File: src/hdl/hac_pkg.sv
`timescale 1ns / 1ps
// ----------------------------------------------------------------------------
// hac_pkg
// Types, constants and helper functions of the host address classifier.
// ----------------------------------------------------------------------------
package hac_pkg;

    localparam int MAX_HOST_LEN = 256;
    localparam int POS_W        = $clog2(MAX_HOST_LEN + 1);
    localparam int LEN_W        = POS_W + 1;
    localparam int CFG_IDX_W    = 2;
    localparam int CFG_DATA_W   = 9;
    localparam int DEPTH_W      = 9;
    localparam int LABEL_W      = 9;

    typedef enum logic [CFG_IDX_W-1:0] {
        CFG_ALLOW_LOCALHOST    = 2'd0,
        CFG_ALLOW_PRIVATE_IPS  = 2'd1,
        CFG_ALLOW_IP_ADDRESSES = 2'd2,
        CFG_MAX_LABEL_DEPTH    = 2'd3
    } cfg_reg_t;

    typedef enum logic [2:0] {
        VERD_PASS       = 3'd0,
        VERD_LOOPBACK   = 3'd1,
        VERD_PRIVATE_V4 = 3'd2,
        VERD_LINK_LOCAL = 3'd3,
        VERD_PRIVATE_V6 = 3'd4,
        VERD_IP_BLOCKED = 3'd5
    } verdict_t;

    typedef enum logic [2:0] {
        WARN_NONE       = 3'd0,
        WARN_LOOPBACK   = 3'd1,
        WARN_PRIVATE    = 3'd2,
        WARN_LINK_LOCAL = 3'd3,
        WARN_PRIVATE_V6 = 3'd4,
        WARN_LITERAL_IP = 3'd5,
        WARN_DEEP       = 3'd6
    } warning_t;

    typedef enum logic [1:0] {
        NAME_LOCAL_ID    = 2'd0,
        NAME_LOCALDOM_ID = 2'd1,
        NAME_V6SHORT_ID  = 2'd2,
        NAME_V6LONG_ID   = 2'd3
    } name_id_t;

    localparam int NAME_COUNT   = 4;
    localparam int LEN_LOCAL    = 9;
    localparam int LEN_LOCALDOM = 21;
    localparam int LEN_V6SHORT  = 3;
    localparam int LEN_V6LONG   = 15;

    localparam logic [8*LEN_LOCAL-1:0]    NAME_LOCAL    = "localhost";
    localparam logic [8*LEN_LOCALDOM-1:0] NAME_LOCALDOM = "localhost.localdomain";
    localparam logic [8*LEN_V6SHORT-1:0]  NAME_V6SHORT  = "::1";
    localparam logic [8*LEN_V6LONG-1:0]   NAME_V6LONG   = "0:0:0:0:0:0:0:1";

    localparam logic [7:0] CH_DOT      = ".";
    localparam logic [7:0] CH_COLON    = ":";
    localparam logic [7:0] CH_LBRACKET = "[";
    localparam logic [7:0] CH_RBRACKET = "]";
    localparam logic [7:0] CH_ZERO     = "0";
    localparam logic [7:0] CH_NINE     = "9";
    localparam logic [7:0] CH_UPPER_A  = "A";
    localparam logic [7:0] CH_UPPER_Z  = "Z";
    localparam logic [7:0] CH_A        = "a";
    localparam logic [7:0] CH_B        = "b";
    localparam logic [7:0] CH_C        = "c";
    localparam logic [7:0] CH_D        = "d";
    localparam logic [7:0] CH_E        = "e";
    localparam logic [7:0] CH_F        = "f";
    localparam logic [7:0] CH_EIGHT    = "8";

    typedef struct packed {
        logic [POS_W-1:0] pos;
        logic             bracket;
        logic [1:0]       oct_idx;
        logic [9:0]       oct_val;
        logic [1:0]       digits;
        logic             v4_fail;
        logic [7:0]       first;
        logic [7:0]       second;
        logic             nonzero;
        logic [7:0]       dots;
        logic [1:0]       colons;
        logic [NAME_COUNT-1:0] names;
        logic [2:0][7:0]  prefix;
    } scan_t;

    localparam scan_t SCAN_RESET = '{
        pos:     '0,
        bracket: 1'b0,
        oct_idx: '0,
        oct_val: '0,
        digits:  '0,
        v4_fail: 1'b0,
        first:   '0,
        second:  '0,
        nonzero: 1'b0,
        dots:    '0,
        colons:  '0,
        names:   '1,
        prefix:  '0
    };

    typedef struct packed {
        verdict_t           verdict;
        warning_t           warning;
        logic               is_ip;
        logic               is_loopback;
        logic               is_private_v4;
        logic               is_link_local;
        logic               is_private_v6;
        logic [LABEL_W-1:0] label_count;
    } result_t;

    function automatic logic [4:0] name_len(input name_id_t id);
        logic [4:0] len;
        len = 5'(LEN_LOCAL);
        unique case (id)
            NAME_LOCAL_ID:    len = 5'(LEN_LOCAL);
            NAME_LOCALDOM_ID: len = 5'(LEN_LOCALDOM);
            NAME_V6SHORT_ID:  len = 5'(LEN_V6SHORT);
            NAME_V6LONG_ID:   len = 5'(LEN_V6LONG);
        endcase
        return len;
    endfunction

    // True when byte c stands at position idx of the fixed name.
    function automatic logic name_hit(input name_id_t id, input logic [POS_W-1:0] idx,
                                      input logic [7:0] c);
        logic hit;
        int   p;
        hit = 1'b0;
        p   = int'(idx);
        unique case (id)
            NAME_LOCAL_ID:
                if (p < LEN_LOCAL)
                    hit = (NAME_LOCAL[8*(LEN_LOCAL-1-p) +: 8] == c);
            NAME_LOCALDOM_ID:
                if (p < LEN_LOCALDOM)
                    hit = (NAME_LOCALDOM[8*(LEN_LOCALDOM-1-p) +: 8] == c);
            NAME_V6SHORT_ID:
                if (p < LEN_V6SHORT)
                    hit = (NAME_V6SHORT[8*(LEN_V6SHORT-1-p) +: 8] == c);
            NAME_V6LONG_ID:
                if (p < LEN_V6LONG)
                    hit = (NAME_V6LONG[8*(LEN_V6LONG-1-p) +: 8] == c);
        endcase
        return hit;
    endfunction

    function automatic logic [7:0] to_lower(input logic [7:0] c);
        return (c >= CH_UPPER_A && c <= CH_UPPER_Z) ? c + 8'd32 : c;
    endfunction

endpackage

File: src/hdl/hac_host_if.sv
`timescale 1ns / 1ps
// ----------------------------------------------------------------------------
// hac_host_if
// Channel carrying host name bytes into the classifier.
// ----------------------------------------------------------------------------
interface hac_host_if;
    logic       valid;
    logic       ready;
    logic [7:0] host_char;
    logic       last;

    modport source (output valid, output host_char, output last, input ready);
    modport sink   (input valid, input host_char, input last, output ready);
endinterface

File: src/hdl/hac_result_if.sv
`timescale 1ns / 1ps
// ----------------------------------------------------------------------------
// hac_result_if
// Channel carrying one classification result per host.
// ----------------------------------------------------------------------------
interface hac_result_if;
    logic                          valid;
    logic                          ready;
    logic [2:0]                    verdict;
    logic [2:0]                    warning;
    logic                          is_ip;
    logic                          is_loopback;
    logic                          is_private_v4;
    logic                          is_link_local;
    logic                          is_private_v6;
    logic [hac_pkg::LABEL_W-1:0]   label_count;

    modport source (output valid, output verdict, output warning, output is_ip,
                    output is_loopback, output is_private_v4, output is_link_local,
                    output is_private_v6, output label_count, input ready);
    modport sink   (input valid, input verdict, input warning, input is_ip,
                    input is_loopback, input is_private_v4, input is_link_local,
                    input is_private_v6, input label_count, output ready);
endinterface

File: src/hdl/hac_cfg_if.sv
`timescale 1ns / 1ps
// ----------------------------------------------------------------------------
// hac_cfg_if
// Register write channel of the classifier.
// ----------------------------------------------------------------------------
interface hac_cfg_if;
    logic                             valid;
    logic                             ready;
    logic [hac_pkg::CFG_IDX_W-1:0]    index;
    logic [hac_pkg::CFG_DATA_W-1:0]   data;

    modport source (output valid, output index, output data, input ready);
    modport sink   (input valid, input index, input data, output ready);
endinterface

File: src/hdl/host_address_classifier.sv
`timescale 1ns / 1ps
// ----------------------------------------------------------------------------
// host_address_classifier
// Scans a URL host one byte per transaction and classifies it as loopback,
// private, link-local, unique-local or literal IP, with a verdict and warning.
// ----------------------------------------------------------------------------
// Channel  Role  Transaction
// host     sink  one host byte with its last flag
// result   source one classification, after each byte marked last
// cfg      sink  one register write (index, data)
//
// One byte is taken every cycle unless a last byte is stalled; a byte is held
// in the input register and its scan update is applied from there.
// A result is written to the result register as its last byte leaves the input
// register and waits there; only a last byte stalls behind an unread result.
// Reset clears the scan state and sets the registers to their defaults.
// ----------------------------------------------------------------------------
module host_address_classifier
(
    input  logic         clk,
    input  logic         rst_n,
    hac_host_if.sink     host,
    hac_result_if.source result,
    hac_cfg_if.sink      cfg
);

    logic                          allow_localhost_reg;
    logic                          allow_private_reg;
    logic                          allow_ip_reg;
    logic [hac_pkg::DEPTH_W-1:0]   max_depth_reg;

    logic                          in_valid_reg;
    logic [7:0]                    in_char_reg;
    logic                          in_last_reg;

    hac_pkg::scan_t                scan_reg;
    hac_pkg::scan_t                scan_next;

    logic                          out_valid_reg;
    hac_pkg::result_t              res_reg;
    hac_pkg::result_t              res_next;

    logic                          advance;
    logic                          host_take;
    logic                          overlong;
    logic                          opening;
    logic                          closing;
    logic [hac_pkg::POS_W-1:0]     idx;
    logic [9:0]                    tenfold;

    logic [hac_pkg::LEN_W-1:0]     n;
    logic [hac_pkg::LEN_W-1:0]     clen;
    logic                          strip_ok;
    logic                          parse_ok;
    logic                          v4_strip;
    logic                          v4_plain;
    logic                          zero_addr;
    logic                          names_hit;
    logic                          loop;
    logic                          priv4;
    logic                          link;
    logic                          priv6;
    logic                          is_ip;
    logic [hac_pkg::LABEL_W-1:0]   labels;

    assign advance   = in_valid_reg && (!in_last_reg || !out_valid_reg || result.ready);
    assign host.ready = !in_valid_reg || advance;
    assign host_take = host.valid && host.ready;
    assign cfg.ready = 1'b1;

    always_ff @(posedge clk or negedge rst_n)
    begin
        if (!rst_n)
        begin
            allow_localhost_reg <= 1'b0;
            allow_private_reg   <= 1'b0;
            allow_ip_reg        <= 1'b0;
            max_depth_reg       <= hac_pkg::DEPTH_W'(5);
        end
        else if (cfg.valid)
        begin
            unique case (hac_pkg::cfg_reg_t'(cfg.index))
                hac_pkg::CFG_ALLOW_LOCALHOST:    allow_localhost_reg <= cfg.data[0];
                hac_pkg::CFG_ALLOW_PRIVATE_IPS:  allow_private_reg   <= cfg.data[0];
                hac_pkg::CFG_ALLOW_IP_ADDRESSES: allow_ip_reg        <= cfg.data[0];
                hac_pkg::CFG_MAX_LABEL_DEPTH:    max_depth_reg       <= cfg.data;
            endcase
        end
    end

    always_ff @(posedge clk or negedge rst_n)
    begin
        if (!rst_n)
        begin
            in_valid_reg <= 1'b0;
        end
        else if (host_take)
        begin
            in_valid_reg <= 1'b1;
        end
        else if (advance)
        begin
            in_valid_reg <= 1'b0;
        end
    end

    always_ff @(posedge clk)
    begin
        if (host_take)
        begin
            in_char_reg <= host.host_char;
            in_last_reg <= host.last;
        end
    end

    assign overlong = scan_reg.pos >= hac_pkg::POS_W'(hac_pkg::MAX_HOST_LEN);
    assign idx      = scan_reg.pos - hac_pkg::POS_W'(scan_reg.bracket);
    assign opening  = (scan_reg.pos == '0) && (in_char_reg == hac_pkg::CH_LBRACKET);
    assign closing  = !opening && in_last_reg && scan_reg.bracket &&
                      (in_char_reg == hac_pkg::CH_RBRACKET);
    assign tenfold  = {scan_reg.oct_val[6:0], 3'b000} + {scan_reg.oct_val[8:0], 1'b0};

    always_comb
    begin
        scan_next = scan_reg;

        if (in_char_reg == hac_pkg::CH_DOT && scan_reg.dots != 8'hFF)
        begin
            scan_next.dots = scan_reg.dots + 8'd1;
        end

        if (in_char_reg == hac_pkg::CH_COLON)
        begin
            scan_next.colons = {scan_reg.colons[1] | scan_reg.colons[0], 1'b1};
        end
        else
        begin
            scan_next.colons = {scan_reg.colons[1], 1'b0};
        end

        if (opening)
        begin
            scan_next.bracket = 1'b1;
        end
        else if (!closing)
        begin
            for (int b = 0; b < hac_pkg::NAME_COUNT; b++)
            begin
                if (!hac_pkg::name_hit(hac_pkg::name_id_t'(b), idx, in_char_reg))
                begin
                    scan_next.names[b] = 1'b0;
                end
            end
            if (overlong)
            begin
                scan_next.names   = '0;
                scan_next.v4_fail = 1'b1;
            end
            for (int k = 0; k < 3; k++)
            begin
                if (idx == hac_pkg::POS_W'(k))
                begin
                    scan_next.prefix[k] = hac_pkg::to_lower(in_char_reg);
                end
            end

            if (in_char_reg >= hac_pkg::CH_ZERO && in_char_reg <= hac_pkg::CH_NINE)
            begin
                if (scan_reg.digits == 2'd3)
                begin
                    scan_next.v4_fail = 1'b1;
                end
                else
                begin
                    scan_next.oct_val = tenfold + {6'b0, in_char_reg[3:0]};
                    scan_next.digits  = scan_reg.digits + 2'd1;
                end
            end
            else if (in_char_reg == hac_pkg::CH_DOT)
            begin
                if (scan_reg.digits == 2'd0 || scan_reg.oct_val > 10'd255 ||
                    scan_reg.oct_idx == 2'd3)
                begin
                    scan_next.v4_fail = 1'b1;
                end
                else
                begin
                    if (scan_reg.oct_idx == 2'd0)
                    begin
                        scan_next.first = scan_reg.oct_val[7:0];
                    end
                    if (scan_reg.oct_idx == 2'd1)
                    begin
                        scan_next.second = scan_reg.oct_val[7:0];
                    end
                    if (scan_reg.oct_val != '0)
                    begin
                        scan_next.nonzero = 1'b1;
                    end
                    scan_next.oct_idx = scan_reg.oct_idx + 2'd1;
                    scan_next.oct_val = '0;
                    scan_next.digits  = '0;
                end
            end
            else
            begin
                scan_next.v4_fail = 1'b1;
            end
        end

        if (!overlong)
        begin
            scan_next.pos = scan_reg.pos + hac_pkg::POS_W'(1);
        end
    end

    assign n        = {1'b0, scan_reg.pos} + hac_pkg::LEN_W'(1);
    assign clen     = scan_next.bracket ?
                      ((n >= hac_pkg::LEN_W'(2)) ? n - hac_pkg::LEN_W'(2) : '0) : n;
    assign strip_ok = !scan_next.bracket || closing;
    assign parse_ok = !scan_next.v4_fail && scan_next.oct_idx == 2'd3 &&
                      scan_next.digits != 2'd0 && scan_next.oct_val <= 10'd255;
    assign v4_strip = strip_ok && parse_ok;
    assign v4_plain = !scan_next.bracket && parse_ok;
    assign zero_addr = !scan_next.nonzero && scan_next.oct_val == '0;

    always_comb
    begin
        names_hit = 1'b0;
        for (int b = 0; b < hac_pkg::NAME_COUNT; b++)
        begin
            if (scan_next.names[b] &&
                clen == hac_pkg::LEN_W'(hac_pkg::name_len(hac_pkg::name_id_t'(b))))
            begin
                names_hit = 1'b1;
            end
        end
    end

    assign loop  = strip_ok && (names_hit ||
                   (v4_strip && (scan_next.first == 8'd127 || zero_addr)));
    assign priv4 = v4_plain && (scan_next.first == 8'd10 ||
                   (scan_next.first == 8'd172 && scan_next.second >= 8'd16 &&
                    scan_next.second <= 8'd31) ||
                   (scan_next.first == 8'd192 && scan_next.second == 8'd168));
    assign link  = v4_plain ?
                   (scan_next.first == 8'd169 && scan_next.second == 8'd254) :
                   (strip_ok && clen >= hac_pkg::LEN_W'(4) &&
                    scan_next.prefix[0] == hac_pkg::CH_F &&
                    scan_next.prefix[1] == hac_pkg::CH_E &&
                    (scan_next.prefix[2] == hac_pkg::CH_EIGHT ||
                     scan_next.prefix[2] == hac_pkg::CH_NINE ||
                     scan_next.prefix[2] == hac_pkg::CH_A ||
                     scan_next.prefix[2] == hac_pkg::CH_B));
    assign priv6 = strip_ok && clen >= hac_pkg::LEN_W'(2) &&
                   scan_next.prefix[0] == hac_pkg::CH_F &&
                   (scan_next.prefix[1] == hac_pkg::CH_C ||
                    scan_next.prefix[1] == hac_pkg::CH_D);
    assign is_ip  = scan_next.bracket || scan_next.colons[1] || v4_plain;
    assign labels = {1'b0, scan_next.dots} + hac_pkg::LABEL_W'(1);

    always_comb
    begin
        res_next               = '0;
        res_next.verdict       = hac_pkg::VERD_PASS;
        res_next.warning       = hac_pkg::WARN_NONE;
        res_next.is_ip         = is_ip;
        res_next.is_loopback   = loop;
        res_next.is_private_v4 = priv4;
        res_next.is_link_local = link;
        res_next.is_private_v6 = priv6;
        res_next.label_count   = labels;

        if (loop)
        begin
            if (!allow_localhost_reg)
                res_next.verdict = hac_pkg::VERD_LOOPBACK;
            else
                res_next.warning = hac_pkg::WARN_LOOPBACK;
        end
        if (res_next.verdict == hac_pkg::VERD_PASS && priv4)
        begin
            if (!allow_private_reg)
                res_next.verdict = hac_pkg::VERD_PRIVATE_V4;
            else if (res_next.warning == hac_pkg::WARN_NONE)
                res_next.warning = hac_pkg::WARN_PRIVATE;
        end
        if (res_next.verdict == hac_pkg::VERD_PASS && link)
        begin
            if (!allow_private_reg)
                res_next.verdict = hac_pkg::VERD_LINK_LOCAL;
            else if (res_next.warning == hac_pkg::WARN_NONE)
                res_next.warning = hac_pkg::WARN_LINK_LOCAL;
        end
        if (res_next.verdict == hac_pkg::VERD_PASS && priv6)
        begin
            if (!allow_private_reg)
                res_next.verdict = hac_pkg::VERD_PRIVATE_V6;
            else if (res_next.warning == hac_pkg::WARN_NONE)
                res_next.warning = hac_pkg::WARN_PRIVATE_V6;
        end
        if (res_next.verdict == hac_pkg::VERD_PASS && is_ip && !loop && !priv4 &&
            !link && !priv6)
        begin
            if (!allow_ip_reg)
                res_next.verdict = hac_pkg::VERD_IP_BLOCKED;
            else if (res_next.warning == hac_pkg::WARN_NONE)
                res_next.warning = hac_pkg::WARN_LITERAL_IP;
        end
        if (res_next.verdict == hac_pkg::VERD_PASS && labels > max_depth_reg &&
            res_next.warning == hac_pkg::WARN_NONE)
        begin
            res_next.warning = hac_pkg::WARN_DEEP;
        end
    end

    always_ff @(posedge clk or negedge rst_n)
    begin
        if (!rst_n)
        begin
            scan_reg <= hac_pkg::SCAN_RESET;
        end
        else if (advance)
        begin
            scan_reg <= in_last_reg ? hac_pkg::SCAN_RESET : scan_next;
        end
    end

    always_ff @(posedge clk or negedge rst_n)
    begin
        if (!rst_n)
        begin
            out_valid_reg <= 1'b0;
        end
        else if (advance && in_last_reg)
        begin
            out_valid_reg <= 1'b1;
        end
        else if (result.ready)
        begin
            out_valid_reg <= 1'b0;
        end
    end

    always_ff @(posedge clk)
    begin
        if (advance && in_last_reg)
        begin
            res_reg <= res_next;
        end
    end

    assign result.valid         = out_valid_reg;
    assign result.verdict       = res_reg.verdict;
    assign result.warning       = res_reg.warning;
    assign result.is_ip         = res_reg.is_ip;
    assign result.is_loopback   = res_reg.is_loopback;
    assign result.is_private_v4 = res_reg.is_private_v4;
    assign result.is_link_local = res_reg.is_link_local;
    assign result.is_private_v6 = res_reg.is_private_v6;
    assign result.label_count   = res_reg.label_count;

endmodule

File: src/flat_wrapper.sv
// flat-port wrapper written by rule: the top's interface ports become plain ports
module host_address_classifier_flat 
  (clk, rst_n, host_valid, host_host_char, host_last, host_ready, result_valid, result_verdict, result_warning, result_is_ip, result_is_loopback, result_is_private_v4, result_is_link_local, result_is_private_v6, result_label_count, result_ready, cfg_valid, cfg_index, cfg_data, cfg_ready);
  hac_host_if host_i ();
  hac_result_if result_i ();
  hac_cfg_if cfg_i ();
  input  logic clk;
  input  logic rst_n;
  input wire logic [$bits(host_i.valid)-1:0] host_valid;
  input wire logic [$bits(host_i.host_char)-1:0] host_host_char;
  input wire logic [$bits(host_i.last)-1:0] host_last;
  output wire logic [$bits(host_i.ready)-1:0] host_ready;
  output wire logic [$bits(result_i.valid)-1:0] result_valid;
  output wire logic [$bits(result_i.verdict)-1:0] result_verdict;
  output wire logic [$bits(result_i.warning)-1:0] result_warning;
  output wire logic [$bits(result_i.is_ip)-1:0] result_is_ip;
  output wire logic [$bits(result_i.is_loopback)-1:0] result_is_loopback;
  output wire logic [$bits(result_i.is_private_v4)-1:0] result_is_private_v4;
  output wire logic [$bits(result_i.is_link_local)-1:0] result_is_link_local;
  output wire logic [$bits(result_i.is_private_v6)-1:0] result_is_private_v6;
  output wire logic [$bits(result_i.label_count)-1:0] result_label_count;
  input wire logic [$bits(result_i.ready)-1:0] result_ready;
  input wire logic [$bits(cfg_i.valid)-1:0] cfg_valid;
  input wire logic [$bits(cfg_i.index)-1:0] cfg_index;
  input wire logic [$bits(cfg_i.data)-1:0] cfg_data;
  output wire logic [$bits(cfg_i.ready)-1:0] cfg_ready;
  assign host_i.valid = host_valid;
  assign host_i.host_char = host_host_char;
  assign host_i.last = host_last;
  assign host_ready = host_i.ready;
  assign result_valid = result_i.valid;
  assign result_verdict = result_i.verdict;
  assign result_warning = result_i.warning;
  assign result_is_ip = result_i.is_ip;
  assign result_is_loopback = result_i.is_loopback;
  assign result_is_private_v4 = result_i.is_private_v4;
  assign result_is_link_local = result_i.is_link_local;
  assign result_is_private_v6 = result_i.is_private_v6;
  assign result_label_count = result_i.label_count;
  assign result_i.ready = result_ready;
  assign cfg_i.valid = cfg_valid;
  assign cfg_i.index = cfg_index;
  assign cfg_i.data = cfg_data;
  assign cfg_ready = cfg_i.ready;
  host_address_classifier u_core (.clk(clk), .rst_n(rst_n), .host(host_i), .result(result_i), .cfg(cfg_i));
endmodule
File: config.mk
export PLATFORM = sky130hd
export DESIGN_NAME = host_address_classifier_flat
export DESIGN_NICKNAME = d
export VERILOG_FILES = /design/src/hdl/hac_pkg.sv /design/src/hdl/hac_host_if.sv /design/src/hdl/hac_result_if.sv /design/src/hdl/hac_cfg_if.sv /design/src/hdl/host_address_classifier.sv /design/src/flat_wrapper.sv
export SDC_FILE = /design/constraint.sdc
export NUM_CORES = 1
export LEC_CHECK = 0
export BUFFER_PORTS_ARGS = -buffer_cell sky130_fd_sc_hd__buf_2
export CAP_MARGIN = 40
export CELL_PAD_IN_SITES_DETAIL_PLACEMENT = 1
export CELL_PAD_IN_SITES_GLOBAL_PLACEMENT = 1
export CORE_MARGIN = 1
export CORE_UTILIZATION = 30
export DETAILED_ROUTE_END_ITERATION = 8
export GPL_ROUTABILITY_DRIVEN = 0
export PLACE_DENSITY = 0.62
export SETUP_SLACK_MARGIN = 0.02
export SLEW_MARGIN = 20
export SYNTH_ARGS = -nofsm -noshare
export SYNTH_HDL_FRONTEND = slang
export SYNTH_SLANG_ARGS = --single-unit
File: constraint.sdc
create_clock -name clk -period 5.1 [get_ports clk]
set_input_delay 1.02 -clock clk [delete_from_list [all_inputs] [get_ports clk]]
set_output_delay 1.02 -clock clk [all_outputs]
set_load 0.1 [all_outputs]
# After elaboration in Yosys (flattened, before gate mapping)
# Index checks and enable logic that the tools add are counted.
# op_classes
n_addsub,15
n_lt_le_gt_ge,17
n_eq_ne,38
shifts,4
n_mux,75
bitwise_logic,1
reduce_logical,96
# ops
op,count
variable part select 168 x 32 -> 8 bit (first input constant),1
variable part select 120 x 32 -> 8 bit (first input constant),1
two-way mux 80 bit,1
equality test 8 x 7 -> 1 bit (second input constant),9
variable part select 72 x 32 -> 8 bit (first input constant),1
two-way mux 32 bit,2
two-way mux 28 bit,2
two-way mux 8 bit,7
two-way mux 17 bit,3
logical AND 1 bit,44
equality test 8 bit (second input constant),5
two-way mux 3 bit,12
two-way mux 1 bit,33
equality test 8 x 6 -> 1 bit (second input constant),4
equality test 8 bit,4
variable part select 24 x 32 -> 8 bit (first input constant),1
logical NOT 3 bit,10
two-way mux 6 bit,5
two-way mux 14 bit,2
equality test 10 x 4 -> 1 bit (second input constant),2
greater-or-equal comparator 10 x 2 -> 1 bit (second input constant),2
two-way mux 10 bit,2
subtractor 4 x 9 -> 10 bit (first input constant),2
logical NOT 9 bit,2
48 further kinds,89
# word_totals
ff_bits,123
input_bits,25
out_inout_bits,23
word_cells,277

# Logic depth before layout (Yosys ltp)
# Gate-level depths: netlist of the first run.
# depth
depth_word,42
depth_mapped,20
depth_no_buf,18

# Worst setup path before layout of the first run
# No wires, ideal clock.
# synth_timing
path_type,reg2reg
startpoint,register u_core.scan_reg[71] (netlist bit)
endpoint,register u_core.res_reg (netlist bit u_core.result.warning[1]) (data pin)
setup_ps,147
arrival_ps,4291
required_ps,4953
setup_slack_ps,663
path_stages_with_launch,18
path_buffers,3
synth_period_minus_slack_ps,4437
path_cell_list,dfrtp_1 clkbuf_1 inv_1 ha_1 ha_1 ha_1 clkbuf_1 xnor3_1 clkbuf_1 o32ai_1 a221oi_1 nor4_2 o2111ai_1 or3_1 o311ai_2 o32a_2 o2111a_1 o2bb2ai_1
# synth_via
elab_chain_cells,38
word_cells_on_any_way,173
cone_classes,7 x add/sub; 11 x order compare; 26 x eq/ne; 4 x shift; 54 x mux; 71 x reduce/logical
# synth_lines
element,line_no,rtl
"start, declared",host_address_classifier.sv:36,hac_pkg::scan_t scan_reg;
"start signal, assigned",host_address_classifier.sv:321,scan_reg <= hac_pkg::SCAN_RESET;
"start signal, assigned",host_address_classifier.sv:325,scan_reg <= in_last_reg ? hac_pkg::SCAN_RESET : scan_next;
branches (longest 34 deep; another with subtractor 5 x 9 -> 10 bit),n/a,
two-way mux 6 bit *,host_address_classifier.sv:302,if (res_next.verdict == hac_pkg::VERD_PASS && is_ip && !loop && !priv4 &&
logical NOT 3 bit,host_address_classifier.sv:310,if (res_next.verdict == hac_pkg::VERD_PASS && labels > max_depth_reg &&
logical AND 1 bit (2 in a row),host_address_classifier.sv:310,
"end signal, assigned",host_address_classifier.sv:349,res_reg <= res_next;
"end, declared",host_address_classifier.sv:40,hac_pkg::result_t res_reg;
# Mark *: on every way between the ends. The select of a mux whose other input is x is not followed.
# A chain may end at the register's enable or synchronous reset.

# Worst setup path in the final report of the first run
# layout_timing
startpoint,register u_core.scan_reg[60] (netlist bit)
endpoint,register u_core.res_reg (netlist bit u_core.result.warning[0]) (data pin)
# layout_via
elab_chain_cells,36
word_cells_on_any_way,95
cone_classes,2 x add/sub; 4 x order compare; 8 x eq/ne; 33 x mux; 48 x reduce/logical
# layout_lines
element,line_no,rtl
branches (longest 7 deep; another with adder 10 bit),n/a,
two-way mux 32 bit *,host_address_classifier.sv:141,if (opening)
branches (longest 24 deep; another with less-or-equal comparator 10 x 8 -> 1 bit),n/a,
two-way mux 6 bit *,host_address_classifier.sv:302,
logical NOT 3 bit,host_address_classifier.sv:310,
logical AND 1 bit (2 in a row),host_address_classifier.sv:310,
# Mark *: on every way between the ends.

==> results by group, run 1 <==
Run status
  • Status: completed

Floorplanning
  • Die Y: 191 um
  • Die Width: ~190 um
  • Initial core utilization: 0.308
  • Rows: 68
  • Die area: roughly 37,000 um^2
  • Ports: 48
  • CORE AREA: between 30,000 and 40,000 um^2

Placement
  • Dpl ws: about 300 ps
  • Placed insts: approximately 1.8k
  • DP HPWL: around 30,000 um
  • IO Port Bufs: 46
  • DP Area: 11,700 um^2

Finish
  • Finished Layout Cells: 1,805
  • Register area: about 3200 um^2
  • Fillers: roughly 4.2k
  • Area of the multi-input gates: about 7000 um^2
  • Final Cell Area: 12,300 um^2
  • Ratio of cells with drive above 1 in the final layout: 0.167
  • Antenna cells: 0
  • Layout area overhead: 14.9%
  • Max reg flops: 80
  • Nets: between 1k and 1.5k
  • Fin util: 0.354

Setup path
  • Critical Path Fanout Max: 8
  • Critical path endpoint category: register
  • CP most frequent cell: nor2_1
  • Crit path max-delay family: compound AO/OA/AOI/OAI gates
  • Slowest cell on the critical path: o311ai_0
  • WP data required: ~5400 ps
  • CP startpoint kind: register
  • Setup CP Type: register to register
  • CP bufs+invs: 0
  • Worst path cell trace: fa_1, ha_1, a211oi_1, nor2_1, o311ai_0, o32ai_1, nand4_1, a21oi_1, a221oi_1, o311ai_1, a311oi_1, nor2_1, or3_1, o21ai_1
  • Worst R2R Setup Slack: 420 ps
  • Reg2Reg Depth: 14
  • Worst reg2reg endpoint: u_core.result.warning[0]
  • Crit path largest cell delay: between 700 and 800 ps
  • CP arrival: roughly 5000 ps
  • Worst R2R Start: u_core.scan_reg[60]

Timing
  • Setup violators final: 0
  • Fin Clk Skew: 10.9 ps
  • Setup TNS: 0 ps
  • Final WS setup: about 420 ps
  • Slew Limit Fails: 0
  • Clock period minus worst slack: approximately 4700 ps
  • Final period util: 0.917
  • Worst Tran Pin Value: a little over 900 ps
  • RSZ-0062 raised after global routing: false
  • Hold WS: roughly 480 ps
  • Rel. slew slack: 0.370
  • Max Clk Rate: ~210 MHz
  • Endpoints failing hold: 0

Power and ir drop
  • Pleak: slightly below 5 nW
  • Sw Ratio: 0.366
  • Pwr Total: 3.66 mW
  • Logic gate share of total power: 0.328
  • Cell internal pwr: 2.32 mW
  • Switch Pwr: roughly 1.3 mW
  • Max VDD drop: 0.234 mV
  • Sequential power share: 0.333
  • Cell Pwr Density: slightly below 300 nW/um^2
  • Clk pwr share: 0.340

Synth
  • Syn nets: 1,353
  • Async set or reset register ratio after synthesis: 0.764
  • Seq/Total Area, Yosys: 0.301
  • Syn Area/Cell: 8.35 um^2
  • Primary FF master, synth: dfrtp_1
  • Yosys reg bits: between 100 and 150
  • Post-synth EDFFs: 29
  • Synthesized area: 10,700 um^2
  • Cell variety after synth: approximately 110
  • Synth warnings: 0
  • Cells after synthesis: about 1.3k

Route
  • DRT iter0 DRCs: between 600 and 700
  • First-pass iteration count of the detailed router: 4
  • Post-DRT Antenna Nets: 0
  • DRC viols: 0
  • Vias: approximately 11k
  • Drt total wl: ~41,000 um
  • Via density: a little under 6
  • DR WL/cell: around 22 um

Global routing
  • Grt ovf: 0
  • Maximum number of pins on one net before global-route repair: about 50
  • First-pass GRT wire length: between 60,000 and 70,000 um
  • Antenna violations before repair: 0
  • Gr usage total: 0.228
  • Vias in the first global route: 11.0k

Clock tree
  • CTS Buf Count: 17
  • Clk sink count: between 100 and 150
  • Clock Root Buffer: clkbuf_16
  • Clock transition at path regs: about 60 ps
  • Worst-Skew Late Latency: between 400 and 500 ps
  • Htree depth: 4
  • TritonCTS clock tree: done
  • CTS Buffer Depth: 2

Worst hold path
  • Tightest Hold Check Type: register to register
  • Min-Delay Endpoint: u_core.scan_reg[24]
  • Hold Path Depth: 2
  • Hold Path Origin: u_core.scan_reg[24]

Job
  • Number of max-cap violations: 0
==> tightest hold or removal path, stage by stage, from the launching register on <==
cell and delay (ps):
dfstp_2 370, o21ai_0 60, nand2_1 50
==> synthesized netlist by cell type, types with 9 or more instances <==
cell type	instances	area [um^2]
buf_2	13	65.1
dfrtp_1	88	2200
nor2b_1	14	87.6
ha_1	40	500
or3_1	14	87.6
mux2_2	20	225
nand2b_1	21	131
a22o_1	18	158
inv_1	44	165
clkbuf_1	57	214
and2_1	11	68.8
a211oi_1	17	128
a22oi_1	21	158
o22ai_1	10	62.6
a32o_1	9	90.1
nor2_1	109	409
nor4_1	19	119
nand4_1	21	131
o211ai_1	15	113
a21oi_1	47	235
a31oi_1	16	100
xor2_1	9	78.8
nand3_1	47	235
nor3_1	35	175
xnor2_1	34	298
o31ai_1	10	75.1
and3_1	23	144
nand2_1	122	458
or2_2	10	62.6
o21ai_0	105	526
edfxtp_1	29	871
mux2i_1	25	250
==> layout make-up <==
| type | count | share of cell area |
|---|---|---|
| multi-input cells | 1038 | 0.567 |
| repair buffers | 112 | 0.0623 |
| clock buffers | 23 | 0.0422 |
| well taps | 455 | 0.0461 |
| flip-flops and latches | 123 | 0.262 |
| inverters | 45 | 0.0137 |
| clock inverters | 9 | 0.00659 |
==> cell usage in the layout, fill, tap and decap left out, types with 7 or more instances in the layout <==
cell type,synthesis,layout
a211o_1,8,8
a211oi_1,17,17
a21oi_1,47,47
a22o_1,18,18
a22oi_1,21,21
a31oi_1,16,16
a32o_1,9,9
and2_1,11,11
and3_1,23,23
and4_1,7,7
buf_2,13,45
buf_4,4,64
clkbuf_16,0,19
dfrtp_1,88,88
edfxtp_1,29,29
ha_1,40,39
inv_1,44,43
mux2_2,20,20
mux2i_1,25,25
nand2_1,122,121
nand2b_1,21,21
nand3_1,47,47
nand3b_1,8,8
nand4_1,21,21
nor2_1,109,109
nor2b_1,14,14
nor3_1,35,35
nor3b_1,8,8
nor4_1,19,18
o211ai_1,15,15
o21ai_0,105,105
o22ai_1,10,10
o31a_1,7,7
o31ai_1,10,10
or2_2,10,10
or3_1,14,14
xnor2_1,34,34
xor2_1,9,9
==> kinds of logic after synthesis <==
logic type,count (synthesis),share of synthesized area
muxes,45,0.0443
adders and majority gates,42,0.0503
other,1,0.000349
and+or+nand+nor,517,0.257
AOI/OAI and AO/OA,384,0.253
DFF,123,0.301
xor gates and xnor gates,49,0.0447
buffers and inverters,125,0.0495
==> repair_timing <==
action                     in CTS  in global routing
buffers inserted                0                  0
setup endpoints to repair       0                  5
hold buffers                    0                  0
gates resized for setup         0                  4
==> power by group through the flow <==
stage | Clock, mW | Sequential, mW | Combinational, mW
3_5_place_dp | 0 | 1.24 | 1.19
6_report | 1.24 | 1.22 | 1.20
3_3_place_gp | 0 | 1.23 | 1.17
2_1_floorplan | 0 | 1.26 | 0.781
4_1_cts | 1.28 | 1.22 | 1.19
5_1_grt | 1.32 | 1.23 | 1.32
==> worst max-delay path by stage <==
stage,from,to,slack (ps),cells after the start
finish,u_core.scan_reg[60],u_core.result.warning[0],420,14
global route,u_core.scan_reg[70],u_core.result.warning[0],70,16
CTS,u_core.scan_reg[71],u_core.result.warning[1],280,16
detailed placement,u_core.scan_reg[58],u_core.result.warning[2],310,14
global placement,u_core.scan_reg[71],u_core.result.warning[2],520,15
floorplan,u_core.scan_reg[71],u_core.result.warning[1],660,17
==> layer usage <==
layer  up-vias  global-route usage  wire length [um]
met5         -                   0                 0
met4         0              0.0577               636
met3        37              0.0431              2020
met2       245               0.373             19100
met1      5383               0.306             18900
li1       4983                   -                 -
(Power assumes the default switching activity.)
==> run 2, diff against run 1 <==
- CTS_BUF_LIST: default -> sky130_fd_sc_hd__clkbuf_2 sky130_fd_sc_hd__clkbuf_4 sky130_fd_sc_hd__clkbuf_8
==> run 2 against run 1 <==
  * Cell area decreased by 1.4%
  * Final cell count is the same
  * Fmax fell by 0.39%
  * Die area is the same
  * Count of clock-buffer cells in the layout shrank 2
==> results by group, run 2 (synthesis gave the netlist of run 1 again) <==
Setup path
  • Crit path largest cell delay: roughly 730 ps
  • CP startpoint kind: register
  • Worst R2R Start: u_core.scan_reg[60]
  • Critical path endpoint category: register
  • Worst path cell trace: fa_1, ha_1, a211oi_1, nor2_1, o311ai_0, o32ai_1, nand4_1, a21oi_1, a221oi_1, o311ai_1, a311oi_1, nor2_1, or3_1, o21ai_1
  • WP data required: ~5400 ps
  • CP bufs+invs: 0
  • Crit path max-delay family: compound AO/OA/AOI/OAI gates
  • Setup CP Type: register to register
  • Critical Path Fanout Max: 8
  • Slowest cell on the critical path: o311ai_0
  • CP most frequent cell: nor2_1
  • Crit path from: u_core.scan_reg[60]
  • CP arrival: ~5000 ps

Job
  • Number of max-cap violations: 0

Global routing
  • Gr usage total: 0.227
  • Grt ovf: 0
  • Vias in the first global route: around 11k
  • Maximum number of pins on one net before global-route repair: ~50
  • First-pass GRT wire length: between 60,000 and 70,000 um
  • Antenna violations before repair: 0

Floorplanning
  • Die Y: 191 um
  • Initial core utilization: 0.308
  • Rows: 68
  • Die area: between 30,000 and 40,000 um^2
  • Die Width: between 150 and 200 um
  • Ports: 48
  • CORE AREA: ~35,000 um^2

Clock tree
  • Htree depth: 4
  • Worst-Skew Late Latency: about 470 ps
  • Post-CTS setup buffers: 0
  • Post-CTS Hold Buffers: 0
  • CTS Buf Count: 17
  • Clock Root Buffer: clkbuf_8
  • CTS-repair resized insts: 0
  • Clk sink count: between 100 and 150
  • TritonCTS clock tree: done
  • Clock transition at path regs: approximately 90 ps
  • CTS Buffer Depth: 2

Timing
  • Final period util: 0.921
  • Endpoints failing hold: 0
  • RSZ-0062 raised after global routing: false
  • Setup violators final: 0
  • Worst Tran Pin Value: just under 900 ps
  • Setup TNS: 0 ps
  • Max Clk Rate: approximately 210 MHz
  • Rel. slew slack: 0.412
  • Fin Clk Skew: around 18 ps
  • Slew Limit Fails: 0
  • Clock period minus worst slack: roughly 4700 ps

Route
  • Drt total wl: roughly 40,000 um
  • Post-DRT Antenna Nets: 0
  • Via density: 5.88
  • First-pass iteration count of the detailed router: 5
  • DRT iter0 DRCs: around 650
  • DRC viols: 0
  • Vias: between 10k and 15k
  • DR WL/cell: 22.4 um

Finish
  • Final Cell Area: ~12,000 um^2
  • Fin util: 0.349
  • Commonest non-fill, non-tap cell in the layout: nand2_1
  • Max reg flops: 80
  • Most frequent cells in the layout: nand2_1 (121), nor2_1 (109), o21ai_0 (105), dfrtp_1 (88), buf_4 (64)
  • Fillers: around 4.2k
  • Finished Layout Cells: 1,805
  • Nets: roughly 1.4k
  • Antenna cells: 0
  • Ratio of cells with drive above 1 in the final layout: 0.168
  • Layout area overhead: 13.2%

Power and ir drop
  • Logic gate share of total power: 0.355
  • Switch Pwr: 1.30 mW
  • Sequential power share: 0.359
  • Max VDD drop: ~0.17 mV
  • Cell internal pwr: 2.08 mW
  • Sw Ratio: 0.385
  • Clk pwr share: 0.285
  • Pwr Total: about 3.4 mW
  • Pleak: just under 5 nW
  • Cell Pwr Density: between 200 and 300 nW/um^2

Placement
  • DP HPWL: around 30,000 um
  • Placed insts: between 1.5k and 2k
  • DP Area: around 12,000 um^2
  • IO Port Bufs: 46

Worst hold path
  • Tightest Hold Check Type: primary input to async pin

Run status
  • Status: completed
run 2: cell types whose count changed in the layout (fill, tap and decap cells not counted):
cell	change
clkbuf_4	+1
bufinv_16	+2
clkbuf_16	-19
clkbuf_8	+17
clkbuf_1	-1
run 2: final cells by class:
cell class / instances / area (um^2) / share of cell area
well taps: 455 / 569 / 0.0468
inverters: 45 / 169 / 0.0139
flip-flops and latches: 123 / 3230 / 0.266
clock buffers: 21 / 283 / 0.0233
clock inverters: 11 / 141 / 0.0116
repair buffers: 112 / 768 / 0.0632
multi-input cells: 1038 / 7000 / 0.576
run 2: final timing paths:
kind	to	slack [ps]	cells past startpoint
max	u_core.result.warning[0]	410	14
min	u_core.scan_reg[76]	470	1
max reg2reg	u_core.result.warning[0]	410	14
min reg2reg	u_core.scan_reg[24]	490	2
max in group asynchronous	u_core.scan_reg[27]	3790	2
min in group clk	u_core.scan_reg[24]	490	2
run 2: worst register-to-register path: stages (launching register included):
cell and delay (ps):
dfrtp_1 600, fa_1 510, ha_1 310, a211oi_1 430
nor2_1 140, o311ai_0 730, o32ai_1 200, nand4_1 140
a21oi_1 140, a221oi_1 250, o311ai_1 140, a311oi_1 330
nor2_1 140, or3_1 370, o21ai_1 90
run 2: power by group through the flow:
stage	clock [mW]	combinational (mW)	sequential (mW)
5_1_grt	1.03	1.32	1.23
4_1_cts	0.991	1.19	1.22
6_report	0.965	1.20	1.22
3_3_place_gp	0	1.17	1.23
2_1_floorplan	0	0.781	1.26
3_5_place_dp	0	1.19	1.24
run 2: metrics by stage:
step                      hold slack [ps]  setup slack, ps
final                                 468              405
after global routing                  471             61.0
after CTS                             456              268
after detailed placement              479              309
after global placement                470              521
after floorplan                       457              663
run 2: metal layers:
metal / GRT usage / wire, um
met4: 0.0510 / 678
met1: 0.308 / 19000
met3: 0.0367 / 1690
met5: 0.0247 / 123
met2: 0.374 / 18900
==> run 3, diff against run 2 <==
- CORE_UTILIZATION: 30 -> 40
- PLACE_DENSITY: 0.62 -> 0.77
==> run 3 against run 2 <==
  * The run now ends with DRC left
  * Non-clock buffer count shrank 10
  * Count of clock-buffer cells in the layout shrank 4
  * Sequential share of layout area grew 0.52 points
  * Largest cell class unchanged
==> results by group, run 3 (synthesis gave the netlist of run 1 again) <==
Run status
  • Status: finished, violations left
  • Failing checks: DRC

Route
  • Vias: between 10k and 15k
  • DRC viols: 7
  • DRT iter0 DRCs: just under 1k
  • Drt total wl: 39,400 um
  • First-pass iteration count of the detailed router: 8
  • Via density: 6.51
  • Post-DRT Antenna Nets: 0
  • DR WL/cell: ~24 um

Power and ir drop
  • Clk pwr share: 0.286
  • Max VDD drop: 0.138 mV
  • Sw Ratio: 0.400
  • Pleak: between 4 and 5 nW
  • Cell internal pwr: 2.04 mW
  • Sequential power share: 0.360
  • Logic gate share of total power: 0.354
  • Cell Pwr Density: ~280 nW/um^2
  • Switch Pwr: ~1.4 mW

Clock tree
  • Clk sink count: approximately 120
  • TritonCTS clock tree: done
  • Clock Root Buffer: clkbuf_8
  • Htree depth: 4
  • Post-CTS Hold Buffers: 0
  • Worst-Skew Late Latency: 480 ps
  • Post-CTS setup buffers: 0
  • CTS-repair resized insts: 0
  • CTS Buffer Depth: 2
  • CTS Buf Count: 17
  • Clock transition at path regs: approximately 80 ps

Setup path
  • Worst R2R Start: u_core.in_char_reg[3]
  • Worst R2R Setup Slack: just over 200 ps
  • Critical path endpoint category: register
  • Setup CP Type: register to register
  • Crit path from: u_core.in_char_reg[3]
  • Reg2Reg Depth: 12
  • CP arrival: about 5100 ps
  • Critical Path Fanout Max: 20
  • Crit path to: u_core.result.warning[2]
  • Worst reg2reg endpoint: u_core.result.warning[2]
  • WP data required: 5330 ps
  • CP startpoint kind: register

Timing
  • Max Clk Rate: 204 MHz
  • Setup TNS: 0 ps
  • Fin Clk Skew: 16.1 ps
  • RSZ-0062 raised after global routing: false
  • Clock period minus worst slack: approximately 4900 ps
  • Setup violators final: 0
  • Worst Tran Pin Value: between 800 and 900 ps
  • Endpoints failing hold: 0
  • Hold WS: about 340 ps
  • Rel. slew slack: 0.447
  • Final period util: 0.960
  • Slew Limit Fails: 0

Global routing
  • First-pass GRT wire length: approximately 63,000 um
  • Gr usage total: 0.291
  • Antenna violations before repair: 0
  • Grt ovf: 0
  • Vias in the first global route: between 10k and 15k
  • Maximum number of pins on one net before global-route repair: between 50 and 60

Floorplanning
  • Initial core utilization: 0.410
  • Die Width: around 170 um
  • CORE AREA: approximately 26,000 um^2
  • Die area: approximately 28,000 um^2
  • Rows: 59
  • Die Y: 166 um
  • Ports: between 40 and 50

Finish
  • Max reg flops: 80
  • Nets: 1,394
  • Layout area overhead: 11.0%
  • Ratio of cells with drive above 1 in the final layout: 0.161
  • Antenna cells: 0
  • Most frequent cells in the layout: nand2_1 (121), nor2_1 (109), o21ai_0 (105), dfrtp_1 (88), buf_4 (54)
  • Commonest non-fill, non-tap cell in the layout: nand2_1

Worst hold path
  • Tightest Hold Check Type: primary input to async pin

Placement
  • DP HPWL: slightly below 30,000 um
  • IO Port Bufs: between 40 and 50

Job
  • Number of max-cap violations: 0
[run 3: cell types whose count changed in the layout (fill, tap and decap cells not counted), sizes merged]
cell / delta
buf: -11
clkbuf: -3
clkinv: +3
clkinvlp: -2
inv: +3
[run 3: worst min path at each step]
stage / startpoint / end
6_report: rst_n / u_core.scan_reg[76]
5_1_grt: rst_n / u_core.scan_reg[76]
4_1_cts: u_core.scan_reg[24] / u_core.scan_reg[24]
3_5_place_dp: u_core.scan_reg[39] / u_core.scan_reg[39]
3_3_place_gp: u_core.scan_reg[39] / u_core.scan_reg[39]
2_1_floorplan: u_core.scan_reg[39] / u_core.scan_reg[39]
[run 3: metrics by stage]
step	power (mW)	util	area, um^2	setup slack, ps	std cells
detailed placement	2.41	0.437	11500	248	1641
CTS	3.38	0.453	11900	200	1673
global route	3.56	0.455	11900	51.4	1675
finish	3.40	0.455	11900	202	1675
floorplan	2.04	-	10700	663	1286
global placement	2.36	0.436	11400	485	1640
[run 3: final cells by class]
cell class / instances / area, um^2
Fill cell: 3154 / 14300
Multi-Input combinational cell: 1038 / 7000
Sequential cell: 123 / 3230
Timing Repair Buffer: 102 / 683
Tap cell: 335 / 419
Clock buffer: 17 / 234
Clock inverter: 15 / 190
Inverter: 45 / 169
[run 3: layer usage]
layer  global-route usage  share of wire  vias up
li1                     -              -     4952
met1                0.382           0.44     5506
met2                0.482           0.47      374
met3               0.0481          0.061       76
met4                0.109          0.026        0
met5                    0              0        -
[run 3: power by group through the flow]
stage | Sequential, mW | Clock [mW] | Combinational, mW
final | 1.22 | 0.972 | 1.20
after global routing | 1.24 | 1.02 | 1.30
after CTS | 1.22 | 0.984 | 1.18
after detailed placement | 1.24 | 0 | 1.17
after global placement | 1.23 | 0 | 1.13
after floorplan | 1.26 | 0 | 0.781
[run 3: worst max-delay path, stage by stage (launching register included)]
cell and delay, ps:
edfxtp_1 540, buf_4 370, nor4b_1 700, a41o_1 320
nand4_1 160, nor2_1 180, mux2_2 410, nor3_2 330
o21ai_0 410, o221a_2 460, o32a_2 420, o2111a_1 170
o21a_1 180
